`src/sv/psd_pkg.sv`:
```
`default_nettype none
package psd_pkg;

  localparam int unsigned TIMER_WIDTH_DEF = 16;
  localparam int unsigned CFG_WIDTH = 16;
  localparam int unsigned COUNT_WIDTH = 4;
  localparam int unsigned ADDR_WIDTH = 5;
  localparam int unsigned DATA_WIDTH = 32;

  localparam logic [COUNT_WIDTH-1:0] DEBOUNCE_SAMPLES_RST = 4'd10;
  localparam logic [CFG_WIDTH-1:0] SAMPLE_TICKS_RST = 16'd20;
  localparam logic [CFG_WIDTH-1:0] STARTUP_TICKS_RST = 16'd2000;
  localparam logic [CFG_WIDTH-1:0] POWER_ON_TICKS_RST = 16'd3000;
  localparam logic [CFG_WIDTH-1:0] MUTE_TICKS_RST = 16'd500;

  localparam logic [2:0] REG_DEBOUNCE_SAMPLES = 3'd0;
  localparam logic [2:0] REG_SAMPLE_TICKS = 3'd1;
  localparam logic [2:0] REG_STARTUP_TICKS = 3'd2;
  localparam logic [2:0] REG_POWER_ON_TICKS = 3'd3;
  localparam logic [2:0] REG_MUTE_TICKS = 3'd4;

  typedef enum logic [2:0] {
    PH_STARTUP = 3'd0,
    PH_OFF = 3'd1,
    PH_POWERING = 3'd2,
    PH_RUNNING = 3'd3,
    PH_WAIT_HOST = 3'd4,
    PH_MUTE_WAIT = 3'd5
  } phase_t;

  typedef struct packed {
    logic [COUNT_WIDTH-1:0] debounce_samples;
    logic [CFG_WIDTH-1:0] sample_ticks;
    logic [CFG_WIDTH-1:0] startup_ticks;
    logic [CFG_WIDTH-1:0] power_on_ticks;
    logic [CFG_WIDTH-1:0] mute_ticks;
  } cfg_t;

  typedef struct packed {
    logic on;
    logic off;
  } switch_req_t;

  typedef struct packed {
    logic relay_on;
    logic amp_muted;
    logic shutdown_request;
    logic [2:0] phase_code;
  } result_t;

endpackage
`default_nettype wire

```
`src/sv/psd_debounce.sv`:
```
`default_nettype none
module psd_debounce
  import psd_pkg::*;
#(
  parameter int unsigned TIMER_WIDTH = TIMER_WIDTH_DEF
) (
  input  wire logic        clk,
  input  wire logic        rst,
  input  wire logic        step,
  input  wire logic        switch_level,
  input  wire cfg_t        cfg,
  output switch_req_t      req
);

  localparam int unsigned CMP_WIDTH = (TIMER_WIDTH > CFG_WIDTH) ? TIMER_WIDTH : CFG_WIDTH;
  localparam logic [TIMER_WIDTH-1:0] TIMER_MAX = '1;

  logic                   qualifying, qualifying_next;
  logic                   target_level, target_level_next;
  logic [COUNT_WIDTH-1:0] sample_count, sample_count_next;
  logic [TIMER_WIDTH-1:0] sample_timer, sample_timer_next;
  logic                   last_switch;

  logic [TIMER_WIDTH-1:0] timer_bump;
  logic [CFG_WIDTH-1:0]   spacing;
  logic [COUNT_WIDTH-1:0] need;
  logic                   timer_done;

  assign timer_bump = (sample_timer == TIMER_MAX) ? sample_timer : sample_timer + 1'b1;
  assign spacing = (cfg.sample_ticks == '0) ? CFG_WIDTH'(1) : cfg.sample_ticks;
  assign need = (cfg.debounce_samples == '0) ? COUNT_WIDTH'(1) : cfg.debounce_samples;
  assign timer_done = (CMP_WIDTH'(timer_bump) >= CMP_WIDTH'(spacing)) ||
                      (timer_bump == TIMER_MAX);

  always_comb begin
    qualifying_next = qualifying;
    target_level_next = target_level;
    sample_count_next = sample_count;
    sample_timer_next = sample_timer;
    req = '0;
    if (qualifying) begin
      sample_timer_next = timer_bump;
      if (timer_done) begin
        sample_timer_next = '0;
        if (sample_count >= need) begin
          qualifying_next = 1'b0;
          req.on = ~target_level;
          req.off = target_level;
        end else if (switch_level != target_level) begin
          qualifying_next = 1'b0;
        end else begin
          sample_count_next = sample_count + 1'b1;
        end
      end
    end else if (switch_level != last_switch) begin
      qualifying_next = 1'b1;
      target_level_next = switch_level;
      sample_count_next = COUNT_WIDTH'(1);
      sample_timer_next = '0;
    end
  end

  always_ff @(posedge clk) begin
    if (rst) begin
      qualifying <= 1'b0;
      target_level <= 1'b1;
      sample_count <= '0;
      sample_timer <= '0;
      last_switch <= 1'b1;
    end else if (step) begin
      qualifying <= qualifying_next;
      target_level <= target_level_next;
      sample_count <= sample_count_next;
      sample_timer <= sample_timer_next;
      last_switch <= switch_level;
    end
  end

endmodule
`default_nettype wire

```
`src/sv/psd_seq.sv`:
```
`default_nettype none
module psd_seq
  import psd_pkg::*;
#(
  parameter int unsigned TIMER_WIDTH = TIMER_WIDTH_DEF
) (
  input  wire logic        clk,
  input  wire logic        rst,
  input  wire logic        step,
  input  wire logic        host_running,
  input  wire switch_req_t req,
  input  wire cfg_t        cfg,
  output result_t          result
);

  localparam int unsigned CMP_WIDTH = (TIMER_WIDTH > CFG_WIDTH) ? TIMER_WIDTH : CFG_WIDTH;
  localparam logic [TIMER_WIDTH-1:0] TIMER_MAX = '1;

  phase_t                 phase, phase_next;
  logic                   pending_on, pending_on_next;
  logic [TIMER_WIDTH-1:0] delay_timer, delay_timer_next;

  logic [CFG_WIDTH-1:0]   limit;
  logic                   wait_done;
  logic [TIMER_WIDTH-1:0] timer_bump;

  always_comb begin
    case (phase)
      PH_STARTUP: limit = cfg.startup_ticks;
      PH_POWERING: limit = cfg.power_on_ticks;
      PH_MUTE_WAIT: limit = cfg.mute_ticks;
      default: limit = '0;
    endcase
  end

  assign wait_done = (CMP_WIDTH'(delay_timer) >= CMP_WIDTH'(limit)) ||
                     (delay_timer == TIMER_MAX);
  assign timer_bump = wait_done ? delay_timer : delay_timer + 1'b1;

  always_comb begin
    phase_next = phase;
    pending_on_next = pending_on;
    delay_timer_next = delay_timer;
    case (phase)
      PH_STARTUP: begin
        delay_timer_next = timer_bump;
        if (wait_done) begin
          phase_next = (pending_on || req.on) ? PH_POWERING : PH_OFF;
          delay_timer_next = '0;
          pending_on_next = 1'b0;
        end else if (req.on) begin
          pending_on_next = 1'b1;
        end
      end
      PH_OFF: begin
        if (req.on) begin
          phase_next = PH_POWERING;
          delay_timer_next = '0;
        end
      end
      PH_POWERING: begin
        delay_timer_next = timer_bump;
        if (wait_done) begin
          phase_next = PH_RUNNING;
          delay_timer_next = '0;
        end
      end
      PH_RUNNING: begin
        if (req.off || !host_running) begin
          phase_next = PH_WAIT_HOST;
          delay_timer_next = '0;
        end
      end
      PH_WAIT_HOST: begin
        if (!host_running) begin
          phase_next = PH_MUTE_WAIT;
          delay_timer_next = '0;
        end
      end
      PH_MUTE_WAIT: begin
        delay_timer_next = timer_bump;
        if (wait_done) begin
          phase_next = PH_OFF;
          delay_timer_next = '0;
        end
      end
      default: begin
        phase_next = PH_OFF;
        delay_timer_next = '0;
      end
    endcase
  end

  always_comb begin
    result.relay_on = 1'b0;
    result.amp_muted = 1'b1;
    result.shutdown_request = 1'b0;
    result.phase_code = phase_next;
    case (phase_next)
      PH_POWERING, PH_RUNNING: begin
        result.relay_on = 1'b1;
        result.amp_muted = 1'b0;
      end
      PH_WAIT_HOST: begin
        result.relay_on = 1'b1;
        result.amp_muted = 1'b0;
        result.shutdown_request = 1'b1;
      end
      PH_MUTE_WAIT: begin
        result.relay_on = 1'b1;
        result.shutdown_request = 1'b1;
      end
      default: begin
        result.relay_on = 1'b0;
      end
    endcase
  end

  always_ff @(posedge clk) begin
    if (rst) begin
      phase <= PH_STARTUP;
      pending_on <= 1'b0;
      delay_timer <= '0;
    end else if (step) begin
      phase <= phase_next;
      pending_on <= pending_on_next;
      delay_timer <= delay_timer_next;
    end
  end

endmodule
`default_nettype wire

```
`src/sv/power_sequencer_with_switch_debounce.sv`:
```
`default_nettype none
// Power sequencer with a debounced toggle switch. Each input transfer is one time tick carrying
// the switch level and the host-running level, and each tick yields exactly one output transfer
// with the relay, mute and shutdown-request drives and the phase code after that tick. A new
// tick is accepted every clock cycle while the output side does not stall; a tick passes through
// an input register and one pass of switch-qualifier and phase logic into the result register,
// which presents the result until it is transferred while the output side does not stall.
// Timers are TIMER_WIDTH bits wide and saturate. The timing registers are written over the APB
// port and should only be changed while no ticks are in flight.
module power_sequencer_with_switch_debounce
  import psd_pkg::*;
#(
  parameter int unsigned TIMER_WIDTH = TIMER_WIDTH_DEF
) (
  input  wire logic                  clk,
  input  wire logic                  rst,
  input  wire logic                  in_valid,
  output logic                       in_stall,
  input  wire logic                  switch_level,
  input  wire logic                  host_running,
  output logic                       out_valid,
  input  wire logic                  out_stall,
  output logic                       relay_on,
  output logic                       amp_muted,
  output logic                       shutdown_request,
  output logic [2:0]                 phase_code,
  input  wire logic                  psel,
  input  wire logic                  penable,
  input  wire logic                  pwrite,
  input  wire logic [ADDR_WIDTH-1:0] paddr,
  input  wire logic [DATA_WIDTH-1:0] pwdata,
  output logic [DATA_WIDTH-1:0]      prdata,
  output logic                       pready
);

  cfg_t        cfg;
  logic [2:0]  reg_index;
  logic        cfg_write;

  logic        in_full;
  logic        sw_q;
  logic        host_q;
  logic        advance;
  logic        in_take;

  switch_req_t req;
  result_t     result;

  assign pready = 1'b1;
  assign reg_index = paddr[ADDR_WIDTH-1:2];
  assign cfg_write = psel && penable && pwrite && pready;

  always_ff @(posedge clk) begin
    if (rst) begin
      cfg.debounce_samples <= DEBOUNCE_SAMPLES_RST;
      cfg.sample_ticks <= SAMPLE_TICKS_RST;
      cfg.startup_ticks <= STARTUP_TICKS_RST;
      cfg.power_on_ticks <= POWER_ON_TICKS_RST;
      cfg.mute_ticks <= MUTE_TICKS_RST;
    end else if (cfg_write) begin
      case (reg_index)
        REG_DEBOUNCE_SAMPLES: cfg.debounce_samples <= pwdata[COUNT_WIDTH-1:0];
        REG_SAMPLE_TICKS: cfg.sample_ticks <= pwdata[CFG_WIDTH-1:0];
        REG_STARTUP_TICKS: cfg.startup_ticks <= pwdata[CFG_WIDTH-1:0];
        REG_POWER_ON_TICKS: cfg.power_on_ticks <= pwdata[CFG_WIDTH-1:0];
        REG_MUTE_TICKS: cfg.mute_ticks <= pwdata[CFG_WIDTH-1:0];
        default: ;
      endcase
    end
  end

  always_comb begin
    case (reg_index)
      REG_DEBOUNCE_SAMPLES: prdata = DATA_WIDTH'(cfg.debounce_samples);
      REG_SAMPLE_TICKS: prdata = DATA_WIDTH'(cfg.sample_ticks);
      REG_STARTUP_TICKS: prdata = DATA_WIDTH'(cfg.startup_ticks);
      REG_POWER_ON_TICKS: prdata = DATA_WIDTH'(cfg.power_on_ticks);
      REG_MUTE_TICKS: prdata = DATA_WIDTH'(cfg.mute_ticks);
      default: prdata = '0;
    endcase
  end

  assign advance = in_full && (!out_valid || !out_stall);
  assign in_stall = in_full && !advance;
  assign in_take = in_valid && !in_stall;

  always_ff @(posedge clk) begin
    if (rst) begin
      in_full <= 1'b0;
    end else if (in_take) begin
      in_full <= 1'b1;
    end else if (advance) begin
      in_full <= 1'b0;
    end
  end

  always_ff @(posedge clk) begin
    if (in_take) begin
      sw_q <= switch_level;
      host_q <= host_running;
    end
  end

  psd_debounce #(
    .TIMER_WIDTH(TIMER_WIDTH)
  ) u_debounce (
    .clk(clk),
    .rst(rst),
    .step(advance),
    .switch_level(sw_q),
    .cfg(cfg),
    .req(req)
  );

  psd_seq #(
    .TIMER_WIDTH(TIMER_WIDTH)
  ) u_seq (
    .clk(clk),
    .rst(rst),
    .step(advance),
    .host_running(host_q),
    .req(req),
    .cfg(cfg),
    .result(result)
  );

  always_ff @(posedge clk) begin
    if (rst) begin
      out_valid <= 1'b0;
    end else if (advance) begin
      out_valid <= 1'b1;
    end else if (!out_stall) begin
      out_valid <= 1'b0;
    end
  end

  always_ff @(posedge clk) begin
    if (advance) begin
      relay_on <= result.relay_on;
      amp_muted <= result.amp_muted;
      shutdown_request <= result.shutdown_request;
      phase_code <= result.phase_code;
    end
  end

endmodule
`default_nettype wire
```
`config.mk`:
```
export PLATFORM = sky130hd
export DESIGN_NAME = power_sequencer_with_switch_debounce
export DESIGN_NICKNAME = d
export VERILOG_FILES = /design/src/sv/psd_pkg.sv /design/src/sv/psd_debounce.sv /design/src/sv/psd_seq.sv /design/src/sv/power_sequencer_with_switch_debounce.sv
export SDC_FILE = /design/constraint.sdc
export NUM_CORES = 1
export LEC_CHECK = 0
export BUFFER_PORTS_ARGS = -buffer_cell sky130_fd_sc_hd__buf_2
export CORE_MARGIN = 5
export CORE_UTILIZATION = 30
export DETAILED_ROUTE_END_ITERATION = 8
export GPL_TIMING_DRIVEN = 0
export PLACE_DENSITY = 0.46
export SYNTH_ARGS = -nofsm -noshare
export SYNTH_HDL_FRONTEND = slang
export SYNTH_SLANG_ARGS = --single-unit
```
`constraint.sdc`:
```
create_clock -name clk -period 3.6 [get_ports clk]
set_clock_uncertainty 0.05 [all_clocks]
set_input_delay 0.54 -clock clk [delete_from_list [all_inputs] [get_ports clk]]
set_output_delay 0.54 -clock clk [all_outputs]
set_load 0.01 [all_outputs]
```
* Word level (Yosys, flattened, before mapping)
Cells that the tools add are included.
** Word-level totals
- Bits in registers :: 121
- Bits of input ports :: 46
- Output and inout bits :: 41
- Logic and storage cells :: 133
** Cells by class
- Add/subtract/negate cells :: 3
- Order comparisons :: 3
- Equality and inequality tests :: 25
- Mux-type cells :: 43
- Bitwise operators :: 2
- Reduce and logical (&&, ||, !) cells :: 36
** Operators with widths (count)
- $mux W16 :: 9
- $pmux W16 S5 :: 1
- $pmux W16 S4 :: 1
- $eq A16 B16 Y1 const B :: 3
- $pmux W16 S3 :: 1
- $add A16 B1 Y16 const B :: 2
- $ge A16 B16 Y1 :: 2
- $mux W4 :: 6
- $eq A3 B2 Y1 const B :: 6
- $mux W3 :: 6
- $pmux W3 S6 :: 1
- $logic_not A16 Y1 :: 1
- $eq A3 B3 Y1 const B :: 5
- $mux W1 :: 14
- $reduce_and A2 Y1 :: 6
- $mux W2 :: 4
- $ne A2 B2 Y1 const B :: 4
- $eq A3 B1 Y1 const B :: 2
- $logic_not A3 Y1 :: 2
- $ne A2 B1 Y1 const B :: 3
- $reduce_and A3 Y1 :: 2
- $reduce_bool A2 Y1 :: 3
- $reduce_or A3 Y1 :: 2
- $logic_and A1 B1 Y1 :: 5
- other kinds (11) :: 21

* Depth between registers and ports, before layout
Gate-level depths: netlist of run 1.
- Depth in word-level cells :: 13
- Mapped depth :: 19
- Gate-level depth less buffers :: 17

* By module
Synthesis of run 1 repeated with hierarchy kept, for this count alone.
** Unflattened totals
- Cells, all modules :: 856
- Area total of the unflattened synthesis :: 7596.0 um^2
** Modules (own cells, without submodules)
- power_sequencer_with_switch_debounce :: times used 1, cells an instance 377, area an instance 3728.6 um^2, sequential area each 1641.6 um^2
- psd_debounce :: times used 1, cells an instance 257, area an instance 2058.2 um^2, sequential area each 460.4 um^2
- psd_seq :: times used 1, cells an instance 222, area an instance 1809.2 um^2, sequential area each 400.4 um^2

* Worst setup path before layout of run 1
OpenSTA, ideal clock, no wires.
- Kind :: register to register
- From :: register u_seq.phase[1]
- To :: register u_seq.delay_timer[11]
- Data arrival time :: 3794 ps
- Required time :: 3483 ps
- Path slack :: -311 ps
- Cell stages (with the launch flop) :: 18
- Buffers on the path :: 4
- Cells stage by stage :: dfxtp_1 -> clkbuf_1 -> clkbuf_1 -> clkbuf_1 -> mux2i_1 -> nor2_1 -> a21oi_1 -> ha_1 -> a21oi_1 -> nand2_1 -> a211oi_1 -> o22ai_1 -> nor3_1 -> nand2_1 -> clkbuf_1 -> nor3_1 -> a31oi_1 -> o21ai_2
** Between the ends
- Longest elaborated chain between the ends :: 6
- Elaborated cells between the ends (all ways) :: 16
- Classes of those cells :: order compare: 1; eq/ne: 8; mux: 3; reduce/logical: 4
** Ends and longest elaborated chain
- start: declaration :: line psd_seq.sv:19 : phase_t phase, phase_next;
- start signal: assignment :: line psd_seq.sv:125 : phase <= phase_next;
- $eq A3 B3 Y1 (tied with other cells) :: line psd_seq.sv:28, psd_seq.sv:44
- $pmux W16 S3 :: line psd_seq.sv:28 : case (phase)
- $ge A16 B16 Y1 :: line psd_seq.sv:36 : assign wait_done = (CMP_WIDTH'(delay_timer) >= CMP_WIDTH'(limit)) ||
- $logic_or A1 B1 Y1 :: line psd_seq.sv:36
- $mux W16 :: line psd_seq.sv:47, psd_seq.sv:63, psd_seq.sv:82
- $pmux W16 S4 :: line psd_seq.sv:44 : case (phase)
- end signal: assignment :: line psd_seq.sv:127 : delay_timer <= delay_timer_next;
- end: declaration :: line psd_seq.sv:21 : logic [TIMER_WIDTH-1:0] delay_timer, delay_timer_next;
Parallel ways exist; a longest one is shown, timed or not.
A chain may end at the register's enable or synchronous reset.

==> impl.org, run 1 <==
** Yosys
- Prevailing post-synth register cell :: dfxtp_1
- dfxtp_1 takes more of the synthesized area than any other cell.
- In this run, synthesis produced a sequential element count of between 100 and 150.
- Post-synth cell types :: 63
- Area share of the largest cell type after synthesis :: 31.12%
- Post-Synthesis Cell Area :: roughly 0.0073 mm²
- FFs w/ async S/R, synth :: 0%
- The cell count after synthesis came out at approximately 940.
- Commonest cells in the netlist :: 177 x nand2_1, 113 x dfxtp_1, 85 x a21oi_1
- Largest cells by area after synthesis :: dfxtp_1 31%, nand2_1 9.1%, ha_1 6.7%
- During synthesis, Yosys emitted a total of 0 warnings.
- Count of flip-flops with a built-in enable after synthesis :: 8
- Mean cell area of the mapped netlist :: 7.699 µm²
- The share of the Yosys chip area taken by registers is ~34%.
- Among all cell types in the netlist, the one instantiated most often is nand2_1.

** Timing
- Final TNS setup :: -0.6334 ns
- Fin worst setup slack :: -0.1115 ns
- Setup violations remaining at the end of the flow were counted as 18.
- Highest Clock Rate :: 269.4 MHz
- Remaining max-slew budget at the tightest pin :: 42.81%
- Total count of max-transition violations in the final report :: 0
- Final period util :: 103.1%
- Clock period minus final worst setup slack :: 3.712 ns
- Tightest Pin Transition :: ~0.86 ns
- Setup repair after global routing missed its margin :: true
- The final number of hold-violating endpoints is 0.

** Critical path
- Critical-path maximum fanout :: 4
- The worst setup path is launched from a flip-flop.
- FF-to-FF path depth :: 16
- The endpoint identified for the worst register-to-register timing path is relay_on.
- In this run the register-to-register setup slack is -0.11 ns.
- Kind of critical path :: reg2reg
- Critical R2R Launch :: u_debounce.sample_timer[0]
- For the worst setup path, the data required time is between 3 and 4 ns.
- STA classifies the critical path endpoint as a flip-flop.
- Arrival time at the worst endpoint :: 3.83 ns

** Drt
- Number of DRC violations after detailed routing :: 0
- The first detailed-routing pass ran for 7 iterations.
- For this block, the routed nets add up to 24,470 µm of wire.
- Detailed-route via count :: 7,021
- The detailed router finished its first iteration with 480 violations.
- In the final routed layout, each cell accounts on average for 17.60 µm.
- Dividing the detail-routed via count by the number of cells gives between 5 and 6.
- Number of nets still failing antenna checks after routing :: 0

** Placed design
- Routability Congestion :: 0.8576
- Number of port buffers :: 48
- HPWL Detailed :: 17,920 µm

** Global routing
- Remaining global-route overflow :: 0
- First-pass GRT wire length :: 38,260 µm
- Number of global-route vias before repair :: 6,716
- Antenna violations before repair :: 2
- Global routing consumed, over all layers together, 17.45% of the routing resources.
- Largest net degree at the start of global routing :: 17

** Worst hold path
- The startpoint identified for the worst hold timing path is host_running.
- End point of the worst hold path :: host_q
- In this run the worst hold path is classified as in2reg.
- WHS Path Cells :: 1

** Floorplan
- Initial core utilization :: a little under a third
- Die H :: 165.7 µm
- Num ports :: 87
- Horizontal die dimension :: 165.7 µm
- The die covers 0.02744 mm².
- The core region is 0.02411 mm².
- The floorplan has 57 rows.

** CTS
- Clock tree root buffer cell :: clkbuf_16
- The clock passes through at most 2 buffers.
- For the worst-skew pair, the clock arrives at the later sink with an insertion delay of 0.43 ns.
- The clock drives around 120 sinks.
- Count of H-tree levels built during CTS :: 4
- Number of buffers created by CTS :: 17
- CTS tree :: built
- Clock-pin slew was measured on the worst setup and hold paths at 0.06 ns.

** Finish
- N_diodes :: 0
- The net count of the finished layout is 1,139.
- The area growth from synthesis to layout is 27.91%.
- For this run, the share of the core covered by cells in the final layout is between 30% and 40%.
- Of the cells placed in the final design, the portion with a size suffix greater than 1 is 22.23%.

** Power
- Worst voltage drop across the vdd grid :: 0.2425 mV
- In this run the power density over the cells is 389.8 mW/mm².
- For this design the static power due to leakage is 3.641 nW.

** Job
- Max-cap violation count :: 0

** Run status
- Run status :: finished with violations
- Failing checks :: setup timing
through the flow:
step	setup WS [ns]	std cells	area (µm²)	power (W)	hold slack, ns
2_1_floorplan	0.001275	959	7338	0.001660	0.3955
3_3_place_gp	-1.451	1331	7984	0.001790	0.4048
3_5_place_dp	-1.439	1331	7984	0.001789	0.4138
4_1_cts	-0.06810	1376	8966	0.003622	0.2226
5_1_grt	-0.1912	1390	9296	0.003750	0.2238
6_report	-0.1115	1390	9296	0.003624	0.2364
flip-flops by register name, indices dropped and copies added (netlist names), 3 cells and up:
signal,count
cfg,68
u_debounce.sample_timer,16
u_seq.delay_timer,16
u_debounce.sample_count,4
phase_code,3
u_seq.phase,3
worst max path at each step:
stage	startpoint	to	slack, ns	cells after the start
2_1_floorplan	u_debounce.sample_timer[1]	u_debounce.sample_timer[10]	0.001	19
3_3_place_gp	u_seq.phase[2]	u_seq.delay_timer[10]	-1.45	17
3_5_place_dp	u_seq.phase[2]	u_seq.delay_timer[10]	-1.44	17
4_1_cts	u_debounce.sample_timer[1]	relay_on	-0.07	18
5_1_grt	u_debounce.sample_timer[0]	relay_on	-0.19	18
6_report	u_debounce.sample_timer[0]	relay_on	-0.11	16
power by group:
group	switching, W	internal, W	total (W)
sequential	0.0000213	0.00138	0.00140
combinational	0.000254	0.000158	0.000412
clock	0.000663	0.00115	0.00181
total	0.000939	0.00269	0.00362
critical path, stage by stage, from the launching register on:
cell	delay [ns]
dfxtp_2	0.35
ha_4	0.14
nand4_1	0.14
buf_4	0.19
nor2_4	0.13
buf_6	0.14
nand2_1	0.06
mux2_2	0.33
ha_1	0.25
nor4_2	0.34
a211oi_2	0.09
a211oi_2	0.34
o21a_2	0.25
buf_6	0.13
o31ai_4	0.06
a22o_1	0.22
or2_1	0.21
cell type report:
type                            count  area (µm²)
Buffer                             73       435.4
Clock buffer                       18       429.2
Clock inverter                     13       178.9
Fill cell                        2559       14810
Inverter                           44       165.2
Multi-Input combinational cell    717        4614
Sequential cell                   121        2517
Tap cell                          324       405.4
Timing Repair Buffer               80       550.5
placed cells by master (no fill, tap or decap), types with 10 or more instances in the layout:
cell / instances
nand2_1: 172
dfxtp_1: 105
a21oi_1: 77
nor2_1: 58
buf_2: 51
nand3_1: 45
inv_1: 44
buf_4: 41
clkbuf_1: 38
ha_1: 37
mux2i_1: 31
nor3_1: 24
a22oi_1: 24
clkbuf_16: 19
o21ai_0: 18
a31oi_1: 18
conb_1: 17
o22ai_1: 16
nand4_1: 13
a22oi_2: 10
routing by layer:
layer / global-route usage [%] / up-vias / routed length, µm
met5: 0 / - / 26
met4: 6.205 / 4 / 614
met3: 3.599 / 39 / 994
li1: - / 3530 / -
met1: 22.72 / 3292 / 11040
met2: 28.75 / 156 / 11800
kinds of logic after synthesis:
group | share of synthesized area (%)
and+or+nand+nor | 24.14
AOI/OAI and AO/OA | 20.47
DFF | 34.43
buffers and inverters | 7.437
adders and majority gates | 6.714
muxes | 5.388
xor gates and xnor gates | 1.325
other | 0.1033
what timing repair did:
action	CTS	global route
endpoints found under the setup margin	47	44
gates resized for setup	71	49
hold buffers	0	0
gates cloned	0	2
setup buffers	18	13
pin swaps	23	44
(Power assumes the default switching activity.)
==> run 2: changes to the inputs <==
- CORE_UTILIZATION: 30 -> 53
- HOLD_SLACK_MARGIN: not set -> 0.15
- PLACE_DENSITY: 0.46 -> 0.75
==> run 2 against run 1 <==
The run still ends with setup timing left. Clock-buffer cell count rose by 7. Register-to-register slack better by 0.09 ns. Cell count decreased by 11%. Flip-flop and latch count unchanged. Hold slack improved by 0.0021 ns. Cell area shrank 4.6%. Global-route usage increased by 8.8 points. Via count is 2.6% higher. First-iteration DRC count increased by 37%. Combinational power fell by 5.3%. Critical endpoint unchanged. Largest power group unchanged.
==> impl.org, run 2 (same netlist as run 1, synthesis figures left out) <==
** Critical path
- The cell family contributing the most delay on the critical path is compound AO/OA/AOI/OAI gates.
- Most common cell type on the critical path :: a211oi_2
- Crit path required time :: 3.73 ns
- The number of buffers and inverters on the critical path is 2.
- The critical path goes through ha_4 > nand4_1 > or2_4 > o21ai_4 > buf_4 > nor3_1 > xor2_1 > ha_1 > nor4_4 > a211oi_2 > a211oi_2 > o21a_2 > buf_6 > o31ai_4 > a22o_1 > or2_1.
- Critical-path maximum fanout :: 6
- The startpoint identified for the worst register-to-register timing path is u_debounce.sample_timer[1].
- For the worst setup path, the data arrival time is 3.75 ns.
- In this run the register-to-register setup slack is -0.02 ns.
- In this run the critical register-to-register path is captured at relay_on.
- Type of origin of the critical path :: flip-flop
- The worst setup path is of the reg2reg kind.
- Peak per-stage delay on the critical path :: 0.35 ns
- The worst setup path is captured at a flip-flop.
- The slowest stage of the critical path belongs to the cell dfxtp_4.
- FF-to-FF path depth :: 16

** Global routing
- Number of global-route vias before repair :: 6,701
- After global routing the overflow that remains totals 0.
- First-pass GRT wire length :: 34,140 µm
- Global-route usage over all layers :: 26.29%
- Largest net degree at the start of global routing :: 17
- The initial antenna violation count is 1.

** Timing
- In the final timing run, aggregate negative setup slack is -0.02991 ns.
- On the final layout, the worst hold slack is 0.2385 ns.
- For the pin with the worst max-slew slack, the measured transition is about 0.84 ns.
- Setup repair after global routing missed its margin :: true
- Across all setup checks in the final design, the least slack found is -0.02438 ns.
- Setup violations, final :: 2
- Total count of max-transition violations in the final report :: 0
- Counting I/O delays and the setup requirement, the final critical path takes 3.624 ns.
- The final number of hold-violating endpoints was 0.
- Final period util :: 100.7%
- Timing would allow up to about 280 MHz.
- Headroom to the max-slew limit came out at 43.92%.

** Finish
- N_diodes :: 0
- Syn-to-layout area delta :: 22.07%
- The layout has approximately 1,100 filler cells.
- Cells with a size suffix above 1 make up 19.89% of the layout.
- Most frequent standard cell in the layout excluding fill and tap cells :: nand2_1
- The register with the most flip-flops in the final layout is cfg.
- The library cells used most frequently in the layout, excluding fill and tap cells, are 173 x nand2_1, 105 x dfxtp_1, 82 x a21oi_1.
- The register with the most flip-flops in the layout has 68 of them.
- Share of the core filled with cells :: about two thirds
- The net count of the finished layout is 1,131.
- The sequential cells in the finished layout cover a total of roughly 0.0025 mm².
- Registers with the most flip-flops :: cfg: 68 flops, u_debounce.sample_timer: 16 flops, u_seq.delay_timer: 16 flops
- The multi-input combinational cells in the finished layout cover a total of 0.004563 mm².

** Worst hold path
- End point of the worst hold path :: sw_q
- The startpoint identified for the worst hold timing path is switch_level.
- The min-delay analysis places its worst path in the category in2reg.
- WHS Path Cells :: 1

** CTS
- Count of H-tree levels built during CTS :: 4
- Clock tree root buffer cell :: clkbuf_16
- CTS tree :: built
- The number of hold buffers added after CTS was 0.
- Maximum clock path buffer count :: 2
- TritonCTS created 17 clock buffers.
- Clock-pin slew was measured on the worst setup and hold paths at 0.05 ns.
- The clock reaches the later pin of the worst-skew pair after 0.42 ns.
- TritonCTS sink count :: 121

** Power
- The analysis attributes to cell leakage a power of approximately 3.6 nW.
- Final total power :: ~0.0033 W
- VDD sags by at most 0.3216 mV.
- Total power density per cell area :: approximately 380 mW/mm²

** Drt
- Detailed-route via count :: 7,203
- Number of DRC violations after detailed routing :: 0
- Initial drt markers :: 658
- Using the TritonRoute via totals, the vias-per-cell ratio works out to 5.847.
- Pre-antenna DRT Iters :: 5
- After detailed routing, the total wire length is ~21,000 µm.
- Average wire length per cell after detail routing :: roughly 17 µm
- The count of nets left with antenna violations once routing finished came out at 0.

** Run status
- Failing checks :: setup timing
- Run status :: finished with violations

** Placed design
- OpenSTA, run right after detailed placement, puts the worst setup slack at -1.268 ns.
- HPWL Detailed :: 15,250 µm
- The congestion estimate from routability-driven global placement came to 0.9169.
- Number of port buffers :: 48

** Job
- Max-cap violations in this run came to 0.

** Floorplan
- In this run the count of I/O pins placed on the die edge is 87.
- After floorplanning, the core was divided into 42 placement rows.
- The initial utilization of the core area, before any placement, comes to 54.45%.
- The floorplan step defined a core boundary enclosing 0.01335 mm².
- Horizontal die dimension :: 127.1 µm
- Die ar. :: 0.01616 mm²
- In this run the vertical extent of the chip is 127.1 µm.
[run 2: cell count changes in the layout (fill, tap and decap cells not counted), sizes merged]
cell	delta
clkinvlp	-4
buf	-9
bufinv	-3
clkbuf	+8
clkinv	-2
[run 2: worst max path at each step]
stage,start,endpoint,slack [ns],cells past startpoint
floorplan,u_debounce.sample_timer[1],u_debounce.sample_timer[10],0.001,19
finish,u_debounce.sample_timer[1],relay_on,-0.02,16
detailed placement,u_seq.phase[2],u_seq.delay_timer[10],-1.27,17
CTS,u_debounce.sample_timer[1],relay_on,0.003,17
global route,u_debounce.sample_timer[1],u_seq.phase[2],-0.14,19
global placement,u_seq.phase[2],u_seq.delay_timer[11],-1.22,17
[run 2: metal layers]
layer / part of all wire, % / up-vias / track usage, %
met5: 0.033 / - / 0
li1: - / 3514 / -
met4: 3.1 / 2 / 10.22
met2: 48 / 313 / 44.55
met3: 7.6 / 58 / 6.219
met1: 41 / 3316 / 32.40
[run 2: area by class of cell]
class	count	share of cell area [%]
clock buffer	25	5.359
buffer	73	4.837
inverter	44	1.862
sequential	121	28.37
multi-input combinational	717	51.43
clock inverter	4	0.5077
timing repair buffer	72	5.147
tap	176	2.482
[run 2: what timing repair did]
item | CTS | global route
cloned | 0 | 2
endpoints found under the setup margin | 47 | 43
gates resized for setup | 64 | 42
setup buffers | 13 | 9
pin swaps | 17 | 14
[run 2: where the power goes]
| part | switching [W] | internal [W] | total [W] |
|---|---|---|---|
| clock | 0.000580 | 0.000968 | 0.00155 |
| sequential | 0.0000213 | 0.00138 | 0.00140 |
| combinational | 0.000238 | 0.000152 | 0.000390 |
[run 2: stage by stage]
| step | std cells | cell area, µm² |
|---|---|---|
| floorplan | 959 | 7338 |
| global placement | 1183 | 7799 |
| detailed placement | 1183 | 7799 |
| CTS | 1221 | 8657 |
| global route | 1232 | 8872 |
| finish | 1232 | 8872 |
